--- src/rtl/ethp_pkg.sv ---
// shared types, constants and helper functions for the ethernet/ipv4/tcp header parser
// used by the field parser, the result queue and the top level
package ethp_pkg;

   // byte position counter width within a frame
   localparam int OFFSET_WIDTH = 16;

   // fixed header layout, in bytes from the start of the frame
   localparam int ETH_HDR_LEN   = 14;
   localparam int DEST_MAC_POS  = 0;
   localparam int SRC_MAC_POS   = 6;
   localparam int MAC_LEN       = 6;
   localparam int IP_LEN_POS    = ETH_HDR_LEN + 2;
   localparam int IP_LEN_LEN    = 2;
   localparam int SRC_IP_POS    = ETH_HDR_LEN + 12;
   localparam int DEST_IP_POS   = ETH_HDR_LEN + 16;
   localparam int WORD_LEN      = 4;
   localparam int TCP_SEQ_REL   = 4;
   localparam int TCP_ACK_REL   = 8;
   localparam int TCP_DOFF_REL  = 12;
   localparam int TCP_FLAGS_REL = 13;

   // header length words below this are taken as the legal minimum
   localparam logic [3:0] MIN_HDR_WORDS = 4'd5;

   // tcp flag bit positions within the flags byte
   localparam int FLAG_ACK_BIT = 4;
   localparam int FLAG_RST_BIT = 2;
   localparam int FLAG_SYN_BIT = 1;

   // result kinds
   localparam logic KIND_DATA    = 1'b0;
   localparam logic KIND_SUMMARY = 1'b1;

   // result queue sizing
   localparam int QUEUE_DEPTH = 4;
   localparam int QPTR_WIDTH  = $clog2(QUEUE_DEPTH);
   localparam int QCNT_WIDTH  = $clog2(QUEUE_DEPTH + 1);

   typedef logic [OFFSET_WIDTH-1:0] offset_type;

   // result fields except kind, last declared field sits in the lowest bits
   typedef struct packed {
      logic [15:0] captured_length;
      logic [15:0] ip_data_length;
      logic [2:0]  flag_bits;
      logic [31:0] ack_number;
      logic [31:0] seq_number;
      logic [31:0] port_pair;
      logic [31:0] dest_ip;
      logic [31:0] source_ip;
      logic [47:0] source_mac;
      logic [47:0] dest_mac;
      logic [7:0]  data_byte;
   } rsp_body_type;

   localparam int BODY_WIDTH  = $bits(rsp_body_type);
   localparam int TDATA_WIDTH = ((BODY_WIDTH + 7) / 8) * 8;

   typedef struct packed {
      logic         kind;
      rsp_body_type body;
   } rsp_item_type;

   // up to two results produced by one accepted byte, in delivery order
   typedef struct packed {
      logic [1:0]   count;
      rsp_item_type first;
      rsp_item_type second;
   } parse_push_type;

   // true when off lies in [start, start + len)
   function automatic logic in_span(input offset_type off, input offset_type start,
                                    input logic [2:0] len);
      logic [OFFSET_WIDTH:0] stop;
      stop = {1'b0, start} + (OFFSET_WIDTH + 1)'(len);
      return ({1'b0, off} >= {1'b0, start}) && ({1'b0, off} < stop);
   endfunction

   // header length in words, floored at the legal minimum
   function automatic logic [3:0] at_least_five(input logic [3:0] words);
      return (words < MIN_HDR_WORDS) ? MIN_HDR_WORDS : words;
   endfunction

endpackage

--- src/rtl/ethp_field_parser.sv ---
// per-byte header field capture and payload/summary result generation
// depends on ethp_pkg for layout constants, result types and helpers
module ethp_field_parser
   import ethp_pkg::*;
(
   input  logic           clock,
   input  logic           reset,
   input  logic           fire,
   input  logic [7:0]     frame_byte,
   input  logic           frame_end,
   output parse_push_type push
);

   offset_type  byte_offset_ff, byte_offset_in;
   logic [47:0] dest_mac_ff, dest_mac_in;
   logic [47:0] source_mac_ff, source_mac_in;
   logic [31:0] source_ip_ff, source_ip_in;
   logic [31:0] dest_ip_ff, dest_ip_in;
   logic [31:0] port_ff, port_in;
   logic [31:0] seq_ff, seq_in;
   logic [31:0] ack_ff, ack_in;
   logic [2:0]  flag_ff, flag_in;
   logic [3:0]  ip_words_ff, ip_words_in;
   logic [3:0]  tcp_words_ff, tcp_words_in;
   logic [15:0] ip_total_ff, ip_total_in;
   logic [15:0] data_count_ff, data_count_in;

   offset_type  tcp_start;
   offset_type  data_start;
   logic [3:0]  ip_words_min;
   logic [3:0]  tcp_words_min;
   logic [7:0]  hdr_bytes;
   logic [15:0] data_length;
   logic        emit_data;
   rsp_item_type data_item;
   rsp_item_type summary_item;

   // field capture and payload decision for the current byte
   always_comb begin
      dest_mac_in   = dest_mac_ff;
      source_mac_in = source_mac_ff;
      source_ip_in  = source_ip_ff;
      dest_ip_in    = dest_ip_ff;
      port_in       = port_ff;
      seq_in        = seq_ff;
      ack_in        = ack_ff;
      flag_in       = flag_ff;
      ip_total_in   = ip_total_ff;
      ip_words_in   = ip_words_ff;
      tcp_words_in  = tcp_words_ff;

      // ihl sits in the low nibble of the first ip byte
      if (byte_offset_ff == offset_type'(ETH_HDR_LEN)) begin
         ip_words_in = frame_byte[3:0];
      end
      ip_words_min = at_least_five(ip_words_in);
      tcp_start    = offset_type'(ETH_HDR_LEN) + offset_type'({ip_words_min, 2'b00});

      if (in_span(byte_offset_ff, offset_type'(DEST_MAC_POS), 3'(MAC_LEN))) begin
         dest_mac_in = {dest_mac_ff[39:0], frame_byte};
      end
      if (in_span(byte_offset_ff, offset_type'(SRC_MAC_POS), 3'(MAC_LEN))) begin
         source_mac_in = {source_mac_ff[39:0], frame_byte};
      end
      if (in_span(byte_offset_ff, offset_type'(IP_LEN_POS), 3'(IP_LEN_LEN))) begin
         ip_total_in = {ip_total_ff[7:0], frame_byte};
      end
      if (in_span(byte_offset_ff, offset_type'(SRC_IP_POS), 3'(WORD_LEN))) begin
         source_ip_in = {source_ip_ff[23:0], frame_byte};
      end
      if (in_span(byte_offset_ff, offset_type'(DEST_IP_POS), 3'(WORD_LEN))) begin
         dest_ip_in = {dest_ip_ff[23:0], frame_byte};
      end
      if (in_span(byte_offset_ff, tcp_start, 3'(WORD_LEN))) begin
         port_in = {port_ff[23:0], frame_byte};
      end
      if (in_span(byte_offset_ff, tcp_start + offset_type'(TCP_SEQ_REL), 3'(WORD_LEN))) begin
         seq_in = {seq_ff[23:0], frame_byte};
      end
      if (in_span(byte_offset_ff, tcp_start + offset_type'(TCP_ACK_REL), 3'(WORD_LEN))) begin
         ack_in = {ack_ff[23:0], frame_byte};
      end
      // data offset in the high nibble, then the flags byte
      if (byte_offset_ff == tcp_start + offset_type'(TCP_DOFF_REL)) begin
         tcp_words_in = frame_byte[7:4];
      end
      if (byte_offset_ff == tcp_start + offset_type'(TCP_FLAGS_REL)) begin
         flag_in = {frame_byte[FLAG_ACK_BIT], frame_byte[FLAG_RST_BIT],
                    frame_byte[FLAG_SYN_BIT]};
      end

      // payload start and length implied by the ip total length
      tcp_words_min = at_least_five(tcp_words_in);
      data_start    = tcp_start + offset_type'({tcp_words_min, 2'b00});
      hdr_bytes     = {2'b00, ip_words_min, 2'b00} + {2'b00, tcp_words_min, 2'b00};
      data_length   = (ip_total_in > {8'd0, hdr_bytes}) ?
                      (ip_total_in - {8'd0, hdr_bytes}) : 16'd0;

      emit_data     = (byte_offset_ff >= data_start) && (data_count_ff < data_length);
      data_count_in = data_count_ff + {15'd0, emit_data};

      // next offset saturates at the top of the counter
      byte_offset_in = (byte_offset_ff != '1) ? (byte_offset_ff + offset_type'(1))
                                               : byte_offset_ff;
   end

   // result items
   always_comb begin
      data_item                = '0;
      data_item.kind           = KIND_DATA;
      data_item.body.data_byte = frame_byte;

      summary_item                      = '0;
      summary_item.kind                 = KIND_SUMMARY;
      summary_item.body.dest_mac        = dest_mac_in;
      summary_item.body.source_mac      = source_mac_in;
      summary_item.body.source_ip       = source_ip_in;
      summary_item.body.dest_ip         = dest_ip_in;
      summary_item.body.port_pair       = port_in;
      summary_item.body.seq_number      = seq_in;
      summary_item.body.ack_number      = ack_in;
      summary_item.body.flag_bits       = flag_in;
      summary_item.body.ip_data_length  = data_length;
      summary_item.body.captured_length = data_count_in;

      push.count  = fire ? (2'(emit_data) + 2'(frame_end)) : 2'd0;
      push.first  = emit_data ? data_item : summary_item;
      push.second = summary_item;
   end

   // frame state, cleared at reset and after every summary
   always_ff @(posedge clock) begin
      if (reset || (fire && frame_end)) begin
         byte_offset_ff <= '0;
         dest_mac_ff    <= '0;
         source_mac_ff  <= '0;
         source_ip_ff   <= '0;
         dest_ip_ff     <= '0;
         port_ff        <= '0;
         seq_ff         <= '0;
         ack_ff         <= '0;
         flag_ff        <= '0;
         ip_words_ff    <= '0;
         tcp_words_ff   <= '0;
         ip_total_ff    <= '0;
         data_count_ff  <= '0;
      end else if (fire) begin
         byte_offset_ff <= byte_offset_in;
         dest_mac_ff    <= dest_mac_in;
         source_mac_ff  <= source_mac_in;
         source_ip_ff   <= source_ip_in;
         dest_ip_ff     <= dest_ip_in;
         port_ff        <= port_in;
         seq_ff         <= seq_in;
         ack_ff         <= ack_in;
         flag_ff        <= flag_in;
         ip_words_ff    <= ip_words_in;
         tcp_words_ff   <= tcp_words_in;
         ip_total_ff    <= ip_total_in;
         data_count_ff  <= data_count_in;
      end
   end

endmodule

--- src/rtl/ethp_result_queue.sv ---
// small result queue that takes up to two results per cycle and delivers one per cycle while out_ready is high
// depends on ethp_pkg for the result item types and queue sizing
module ethp_result_queue
   import ethp_pkg::*;
(
   input  logic                  clock,
   input  logic                  reset,
   input  parse_push_type        push,
   output logic                  has_room,
   output logic [QCNT_WIDTH-1:0] level,
   output logic                  out_valid,
   input  logic                  out_ready,
   output rsp_item_type          out_item
);

   rsp_item_type mem [QUEUE_DEPTH];

   logic [QPTR_WIDTH-1:0] wr_ptr_ff, wr_ptr_in;
   logic [QPTR_WIDTH-1:0] rd_ptr_ff, rd_ptr_in;
   logic [QCNT_WIDTH-1:0] count_ff, count_in;
   logic [QPTR_WIDTH-1:0] wr_next;
   logic                  pop;

   assign wr_next   = wr_ptr_ff + QPTR_WIDTH'(1);
   assign out_valid = (count_ff != '0);
   assign out_item  = mem[rd_ptr_ff];
   assign pop       = out_valid && out_ready;
   assign has_room  = (count_ff <= QCNT_WIDTH'(QUEUE_DEPTH - 2));
   assign level     = count_ff;

   // pointer and fill bookkeeping
   always_comb begin
      wr_ptr_in = wr_ptr_ff + QPTR_WIDTH'(push.count);
      rd_ptr_in = rd_ptr_ff + QPTR_WIDTH'(pop);
      count_in  = count_ff + QCNT_WIDTH'(push.count) - QCNT_WIDTH'(pop);
   end

   always_ff @(posedge clock) begin
      if (reset) begin
         wr_ptr_ff <= '0;
         rd_ptr_ff <= '0;
         count_ff  <= '0;
      end else begin
         wr_ptr_ff <= wr_ptr_in;
         rd_ptr_ff <= rd_ptr_in;
         count_ff  <= count_in;
      end
   end

   // storage writes, in order
   always_ff @(posedge clock) begin
      if (push.count != 2'd0) begin
         mem[wr_ptr_ff] <= push.first;
      end
      if (push.count == 2'd2) begin
         mem[wr_next] <= push.second;
      end
   end

endmodule

--- src/rtl/eth_ipv4_tcp_header_parser.sv ---
// top level of the ethernet/ipv4/tcp header parser
// depends on ethp_pkg, ethp_field_parser and ethp_result_queue
//
// Usage:
//   The req channel carries a captured frame one byte per word in wire
//   order, starting at the ethernet header, with req_tlast on the final
//   captured byte. The rsp channel returns each tcp payload byte
//   (rsp_tuser low) while the count stays under the ip-indicated payload
//   length, and on the final byte a header summary word (rsp_tuser high)
//   that is always the last word of the frame.
//   Each result is written into the result queue and offered from there.
//   Throughput: one byte per cycle while req_tready is high; a final byte
//   that also carries payload yields two words, delivered in order.
//   req_tready is set by the fill of a four-word result queue: it stays
//   high while the queue can still take two words, so a byte is taken
//   while earlier results wait. When the receiver stalls the queue fills
//   and req_tready drops until words drain.
//   Reset clears the frame position, all captured fields and the queue;
//   the block then waits for the first byte of a new frame.
module eth_ipv4_tcp_header_parser
   import ethp_pkg::*;
(
   input  logic                   clock,
   input  logic                   reset,
   // input bytes
   input  logic                   req_tvalid,
   output logic                   req_tready,
   input  logic [7:0]             req_tdata,   // frame_byte
   input  logic                   req_tlast,   // frame_end
   // results
   output logic                   rsp_tvalid,
   input  logic                   rsp_tready,
   // data_byte, dest_mac, source_mac, source_ip, dest_ip, port_pair,
   // seq_number, ack_number, flag_bits, ip_data_length, captured_length, zero fill
   output logic [TDATA_WIDTH-1:0] rsp_tdata,
   output logic                   rsp_tuser    // kind
);

   logic                  req_fire;
   parse_push_type        push;
   rsp_item_type          head_item;
   logic [QCNT_WIDTH-1:0] queue_level;

   assign req_fire = req_tvalid && req_tready;

   // field capture for each accepted byte
   ethp_field_parser u_parser (
      .clock      (clock),
      .reset      (reset),
      .fire       (req_fire),
      .frame_byte (req_tdata),
      .frame_end  (req_tlast),
      .push       (push)
   );

   // result buffering toward the receiver
   ethp_result_queue u_queue (
      .clock     (clock),
      .reset     (reset),
      .push      (push),
      .has_room  (req_tready),
      .level     (queue_level),
      .out_valid (rsp_tvalid),
      .out_ready (rsp_tready),
      .out_item  (head_item)
   );

   // result packing
   assign rsp_tdata = {(TDATA_WIDTH - BODY_WIDTH)'(0), head_item.body};
   assign rsp_tuser = head_item.kind;

   // two results from one byte only on a final byte, payload first then summary
   a_pair_order: assert property (@(posedge clock) disable iff (reset)
      (push.count == 2'd2) |->
         (req_tlast && push.first.kind == KIND_DATA && push.second.kind == KIND_SUMMARY))
      else $error("two results pushed out of order or not on a final byte");

   // a final byte always yields a summary as its last pushed result
   a_summary_last: assert property (@(posedge clock) disable iff (reset)
      (req_fire && req_tlast) |->
         ((push.count == 2'd1 && push.first.kind == KIND_SUMMARY) ||
          (push.count == 2'd2)))
      else $error("final byte did not produce a summary");

   // a summary never reports more payload bytes than the ip length allows
   a_count_bound: assert property (@(posedge clock) disable iff (reset)
      (push.count != 2'd0 && push.second.kind == KIND_SUMMARY && req_tlast) |->
         (push.second.body.captured_length <= push.second.body.ip_data_length))
      else $error("captured length exceeds ip data length");

   // the queue never overfills
   a_queue_bound: assert property (@(posedge clock) disable iff (reset)
      queue_level <= QCNT_WIDTH'(QUEUE_DEPTH))
      else $error("result queue overflow");

endmodule

--- config.mk ---
export PLATFORM = sky130hd
export DESIGN_NAME = eth_ipv4_tcp_header_parser
export DESIGN_NICKNAME = d
export VERILOG_FILES = /design/src/rtl/ethp_pkg.sv /design/src/rtl/ethp_field_parser.sv /design/src/rtl/ethp_result_queue.sv /design/src/rtl/eth_ipv4_tcp_header_parser.sv
export SDC_FILE = /design/constraint.sdc
export NUM_CORES = 2
export LEC_CHECK = 0
export BUFFER_PORTS_ARGS = -buffer_cell sky130_fd_sc_hd__buf_4
export CAP_MARGIN = 25
export CORE_MARGIN = 4
export CORE_UTILIZATION = 60
export CTS_CLUSTER_DIAMETER = 120
export DETAILED_ROUTE_END_ITERATION = 10
export GPL_TIMING_DRIVEN = 0
export PLACE_DENSITY = 0.85
export SETUP_SLACK_MARGIN = 0.5
export SLEW_MARGIN = 20
export SYNTH_ARGS = -nofsm -noshare
export SYNTH_HDL_FRONTEND = slang
export SYNTH_SLANG_ARGS = --single-unit
export TNS_END_PERCENT = 1
--- constraint.sdc ---
create_clock -name clock -period 22.7 [get_ports clock]
set_clock_uncertainty 0.1 [all_clocks]
set_input_delay 0 -clock clock [delete_from_list [all_inputs] [get_ports clock]]
set_output_delay 0 -clock clock [all_outputs]
set_load 0.005 [all_outputs]
## Yosys cells after proc, flatten, opt, wreduce, memory -nomap -nowiden

Memories as Yosys holds them, arrays and structs flattened. A register that Yosys moved wholly into a read port is not among the register bits.
Index checks and enable logic that the tools add are counted.

| word-level totals | value |
|---|---|
| register bits after elaboration | 322 |
| logic and storage cells | 98 |
| latch bits | 0 |
| output and inout bits | 307 |
| bits in read-only memories | 0 |
| memory bits (writable) | 1200 |
| memories kept | 1 |
| input bits | 13 |

| cells by class | value |
|---|---|
| multipliers | 0 |
| shifts and indexed selects | 0 |
| bitwise gates (word level) | 0 |
| divide/modulo/power cells | 0 |
| reduce and logical (&&, ||, !) cells | 15 |
| add/subtract/negate cells | 19 |
| order comparisons | 21 |
| equality and inequality tests | 5 |
| mux-type cells | 21 |

Memory list:

| name | depth | bits a word | read ports | clocked after memory_dff | wr ports | line | RTL |
|---|---|---|---|---|---|---|---|
| u_queue.mem | 4 | 300 | 1 | 1 | 2 | ethp_result_queue.sv:16 | `rsp_item_type mem [QUEUE_DEPTH];` |

Operator list:

| cell | number |
|---|---|
| $mux W300 | 1 |
| $mux W32 | 5 |
| $mux W48 | 2 |
| $ge A16 B16 Y1 | 4 |
| $add A16 B3 Y17 const B | 3 |
| $lt A16 B17 Y1 | 3 |
| $add A16 B4 Y16 const B | 3 |
| $ge A16 B5 Y1 const B | 3 |
| $eq A16 B16 Y1 | 2 |
| $lt A16 B5 Y1 const B | 2 |
| $mux W16 | 2 |
| $add A16 B1 Y16 | 1 |
| $add A16 B1 Y16 const B | 1 |
| $add A16 B3 Y16 const B | 1 |
| $add A16 B6 Y16 | 1 |
| $eq A16 B4 Y1 const B | 1 |
| $ge A16 B3 Y1 const B | 1 |
| $gt A16 B8 Y1 | 1 |
| $lt A16 B16 Y1 | 1 |
| $lt A16 B3 Y1 const B | 1 |
| $lt A16 B4 Y1 const B | 1 |
| $lt A16 B6 Y1 const B | 1 |
| $mux W4 | 4 |
| $ne A16 B16 Y1 const B | 1 |
| other kinds (20) | 35 |

## Depth between registers and ports, before layout

| logic depth | value |
|---|---|
| depth in word-level cells | 20 |
| mapped depth | 51 |

## Cells and area by module

A second synthesis with hierarchy kept.

| second synthesis, totals | value |
|---|---|
| cells, all modules | 5431 |
| area, all modules | 77222.8 um^2 |

By module, submodules not included:

| module | area each (um^2) | instances | cells an instance |
|---|---|---|---|
| ethp_result_queue | 58109.5 | 1 | 2948 |
| ethp_field_parser | 19065.8 | 1 | 2476 |
| eth_ipv4_tcp_header_parser | 47.5 | 1 | 7 |

## Worst setup path after synthesis

Ideal clock, no wire load.

| path | value |
|---|---|
| path kind | register -> register |
| start point | register u_parser.byte_offset_ff[5] |
| end point | memory u_queue.mem[0][234] in the netlist's numbering, data pin |
| stages on the path, launching flop included | 47 |
| data arrival time | 15.817 ns |
| slack | 6.640 ns |
| setup time | 0.142 ns |
| clock period less this slack | 16.060 ns |
| data required time | 22.458 ns |
| path through | dfxtp_1 buf_4 nor4_4 and4_1 buf_4 clkbuf_1 a311oi_1 a211oi_1 ha_1 clkbuf_1 xnor2_2 ha_1 a31oi_1 mux2i_1 nand4_1 o211ai_1 nand4_4 mux2_2 (+11 left out) nand2_1 ha_1 a21o_1 a21o_1 a21o_1 a41oi_1 nor4_1 nand3b_1 nand2_2 ha_1 nand2b_1 o22ai_1 nand2_1 inv_1 o21ai_2 buf_6 buf_2 nor2_1 |

RTL lines:

| element | line | RTL |
|---|---|---|
| from (decl) | ethp_field_parser.sv:14 | `offset_type byte_offset_ff, byte_offset_in;` |
| from (signal assigned) | ethp_field_parser.sv:148 | `byte_offset_ff <= byte_offset_in;` |
| to (decl) | ethp_result_queue.sv:16 |  |

==> run summary <==
status = finished with violations
violated checks = negative hold slack
Die X = 340.4 µm
Mean Syn Cell Area = 13.11 µm²
CTS tree = done
Worst Hold Class = primary input to flip-flop
number of global-route vias before repair = 44480
Final Util = 69.53%
most frequent cell after synthesis = nor2_1
Post-CTS Setup Bufs = 0
clk sinks = 1522
Max VDD drop = 0.00007338 V
initial antenna violation count = 8
Reg2Reg Capture Point = u_queue.mem[3][97]
slowest cell on the critical path = a211oi_1
Final Cell Area = 76010 µm²
Sequential Power Share = 43.9%
number of max-cap violations = 0
worst-margin pin slew = 1.138 ns
dpl hpwl = 116700 µm
fin. max-slew vios = 0
total grt overflow = 0
Crit Path Category = flip-flop to flip-flop
Critical Path Max Stage Delay = 0.82 ns
mean number of vias per cell = 6.197
CTS Buf Count = 151
synth top area cells = edfxtp_1, dfxtp_1, mux4_2, nor2_1, mux2i_1
Switching Share = 27.50%
Worst R2R Start = u_parser.byte_offset_ff[6]
Distinct cells, synth = 73
DRC = 0
worst hold start = req_tvalid
sequential share of the synthesized area = 63.53%
Mapped Cells = 5058
RSZ-0062 raised after global routing = no
CP endpoint kind = flip-flop
cell count of the worst reg-to-reg path = 42
Leak Pwr = 24.67 nW
Hold WS = -0.009844 ns
Hold EP = u_parser.ack_ff[0]
clock tree root driver cell = clkbuf_16
slew margin rel. = 24.10%
crit start category = flip-flop
dominant synthesized flop cell = edfxtp_1
fillers = 7145
Post-Syn Area = 66300 µm²
IO Pins = 320
pwr dens = 93.98 nW/µm²
remaining antenna violation count = 0
largest net degree at the start of global routing = 93
Synth top cells by count = nor2_1, edfxtp_1, nand2_1, dfxtp_1, mux2i_1
Initial DRT Pass Iterations = 8
Fmax = 70.98 MHz
Internal = 0.005178 W
final worst-path setup slack = 8.612 ns
CORE AREA = 109300 µm²
Combinational Power Share = 22.0%
Final setup viols = 0
Tcrit/Tclk final = 62.06%
most used cell, CP = ha_1
Area Growth Syn to Fin = 14.63%
#FFs+latches synth = 1522
clk slew on worst S/H paths = 0.07 ns
FFs w/ async S/R, synth = 0%
net switching power = 0.001965 W
Post-synth EDFFs = 1164
die height = 340.4 µm
routed vias = 44470
Post-DP Area = 71020 µm²
Synth Warn # = 0
htree depth = 4
final-report hold violation count = 1
Final min period = 14.09 ns
Placer Congestion = 0.9140
total track usage = 30.91%
Longest Clk Path Bufs = 3
port buffer count = 313
Yosys top cell area share = 52.72%
CP required = 22.98 ns
first-pass GRT wire length = 271200 µm
Initial DRC Count = 5655
post-synth top area cell = edfxtp_1
# rows = 121
Final #Nets = 5665
Crit path arrival time = 14.37 ns
ratio of cells with drive above 1 in the final layout = 18.66%
Clock Power Share = 34.1%
r2r setup slk = 8.61 ns
Initial Util = 60.66%
hold depth = 5
worst skew pair latency = 0.77 ns
dpl ws = 9.015 ns
drt wl/cell = 25.05 µm
die area = 115900 µm²
Post-Route WL = 179800 µm
CP Max Fanout = 82
[worst max-delay path, delay by kind of cell (launching register included)]
family | cells | cell delay [ns]
buf+inv | 7 | 2.59
flops | 1 | 0.42
simple gates | 12 | 3.06
xor+xnor | 2 | 0.42
fa+ha+maj | 6 | 2.07
mux | 3 | 0.95
compound gates | 12 | 3.89
[what timing repair did]
item                      in CTS  in global routing
hold buffers                  11                  0
resized for setup              0                  0
hold endpoints to repair      44                  0
[routing by layer]
| layer | share of wire (%) | vias to the layer above | GRT usage, % |
|---|---|---|---|
| li1 | - | 19260 | - |
| met1 | 36 | 21970 | 41.47 |
| met2 | 48 | 2750 | 49.69 |
| met3 | 10 | 485 | 5.336 |
| met4 | 5.4 | 6 | 14.76 |
| met5 | 0.018 | - | 0 |
[power by group through the flow]
stage	Combinational, W	Sequential [W]	Clock (W)
2_1_floorplan	0.000866	0.00320	0
3_3_place_gp	0.00152	0.00323	0
3_5_place_dp	0.00156	0.00319	0
4_1_cts	0.00157	0.00313	0.00245
5_1_grt	0.00167	0.00314	0.00257
6_report	0.00157	0.00313	0.00244
[how the worst max path moves through the flow]
stage               slack, ns                   to  cells past startpoint                       start
global placement        -0.37  u_queue.mem[0][174]                     46  u_parser.byte_offset_ff[6]
global route             7.86   u_queue.mem[3][90]                     44  u_parser.byte_offset_ff[6]
detailed placement       9.02  u_queue.mem[3][178]                     44  u_parser.byte_offset_ff[6]
floorplan                6.64  u_queue.mem[0][234]                     46  u_parser.byte_offset_ff[5]
finish                   8.61   u_queue.mem[3][97]                     42  u_parser.byte_offset_ff[6]
CTS                      8.89   u_queue.mem[3][97]                     44  u_parser.byte_offset_ff[6]
[registers in the layout, indices dropped and copies added (netlist names), 3 cells and up]
| register | cells |
|---|---|
| u_parser.ack_ff | 32 |
| u_parser.byte_offset_ff | 16 |
| u_parser.data_count_ff | 16 |
| u_parser.dest_ip_ff | 32 |
| u_parser.dest_mac_ff | 48 |
| u_parser.flag_ff | 3 |
| u_parser.ip_total_ff | 16 |
| u_parser.ip_words_ff | 4 |
| u_parser.port_ff | 32 |
| u_parser.seq_ff | 32 |
| u_parser.source_ip_ff | 32 |
| u_parser.source_mac_ff | 48 |
| u_parser.tcp_words_ff | 4 |
| u_queue.level | 3 |
| u_queue.mem | 1200 |
[placed cells by master (no fill, tap or decap), drive strengths merged, types with 40 or more instances in the layout]
cell type	count
edfxtp	1164
a21oi	243
dfxtp	358
nor2	1318
clkbuf	363
inv	44
nand2	481
clkinv	52
ha	81
a211oi	47
xnor2	40
mux4	300
mux2i	308
buf	546
[per-stage QoR]
step	hold slack, ns	power, W	setup TNS [ns]	instances
after floorplan	-0.03331	0.004066	0	5063
after global placement	0.1332	0.004754	-93.26	6852
after detailed placement	0.1357	0.004745	0	6874
after CTS	0.01440	0.007150	0	7165
after global routing	0.02944	0.007374	0	7173
final	-0.009844	0.007143	0	7177
[area by class of cell]
class / instances / area [µm²] / area share (%)
timing repair buffer: 353 / 2988 / 3.931
antenna: 5 / 12.51 / 0.01646
tap: 1476 / 1847 / 2.430
buffer: 355 / 2016 / 2.652
multi-input combinational: 3148 / 22050 / 29.02
clock inverter: 68 / 555.5 / 0.7309
inverter: 38 / 177.7 / 0.2338
sequential: 1522 / 42120 / 55.42
clock buffer: 212 / 4235 / 5.572
[cell families after synthesis]
family,count (synthesis),synth area share [%]
flip-flops,1522,63.53
other,2,0.01133
XOR/XNOR,71,0.9605
AO/OA/AOI/OAI,423,3.887
adder cells (fa/ha/maj),83,1.589
multiplexers,618,15.05
buffers and inverters,393,3.246
AND/OR/NAND/NOR,1946,11.73
(Power assumes the default switching activity.)
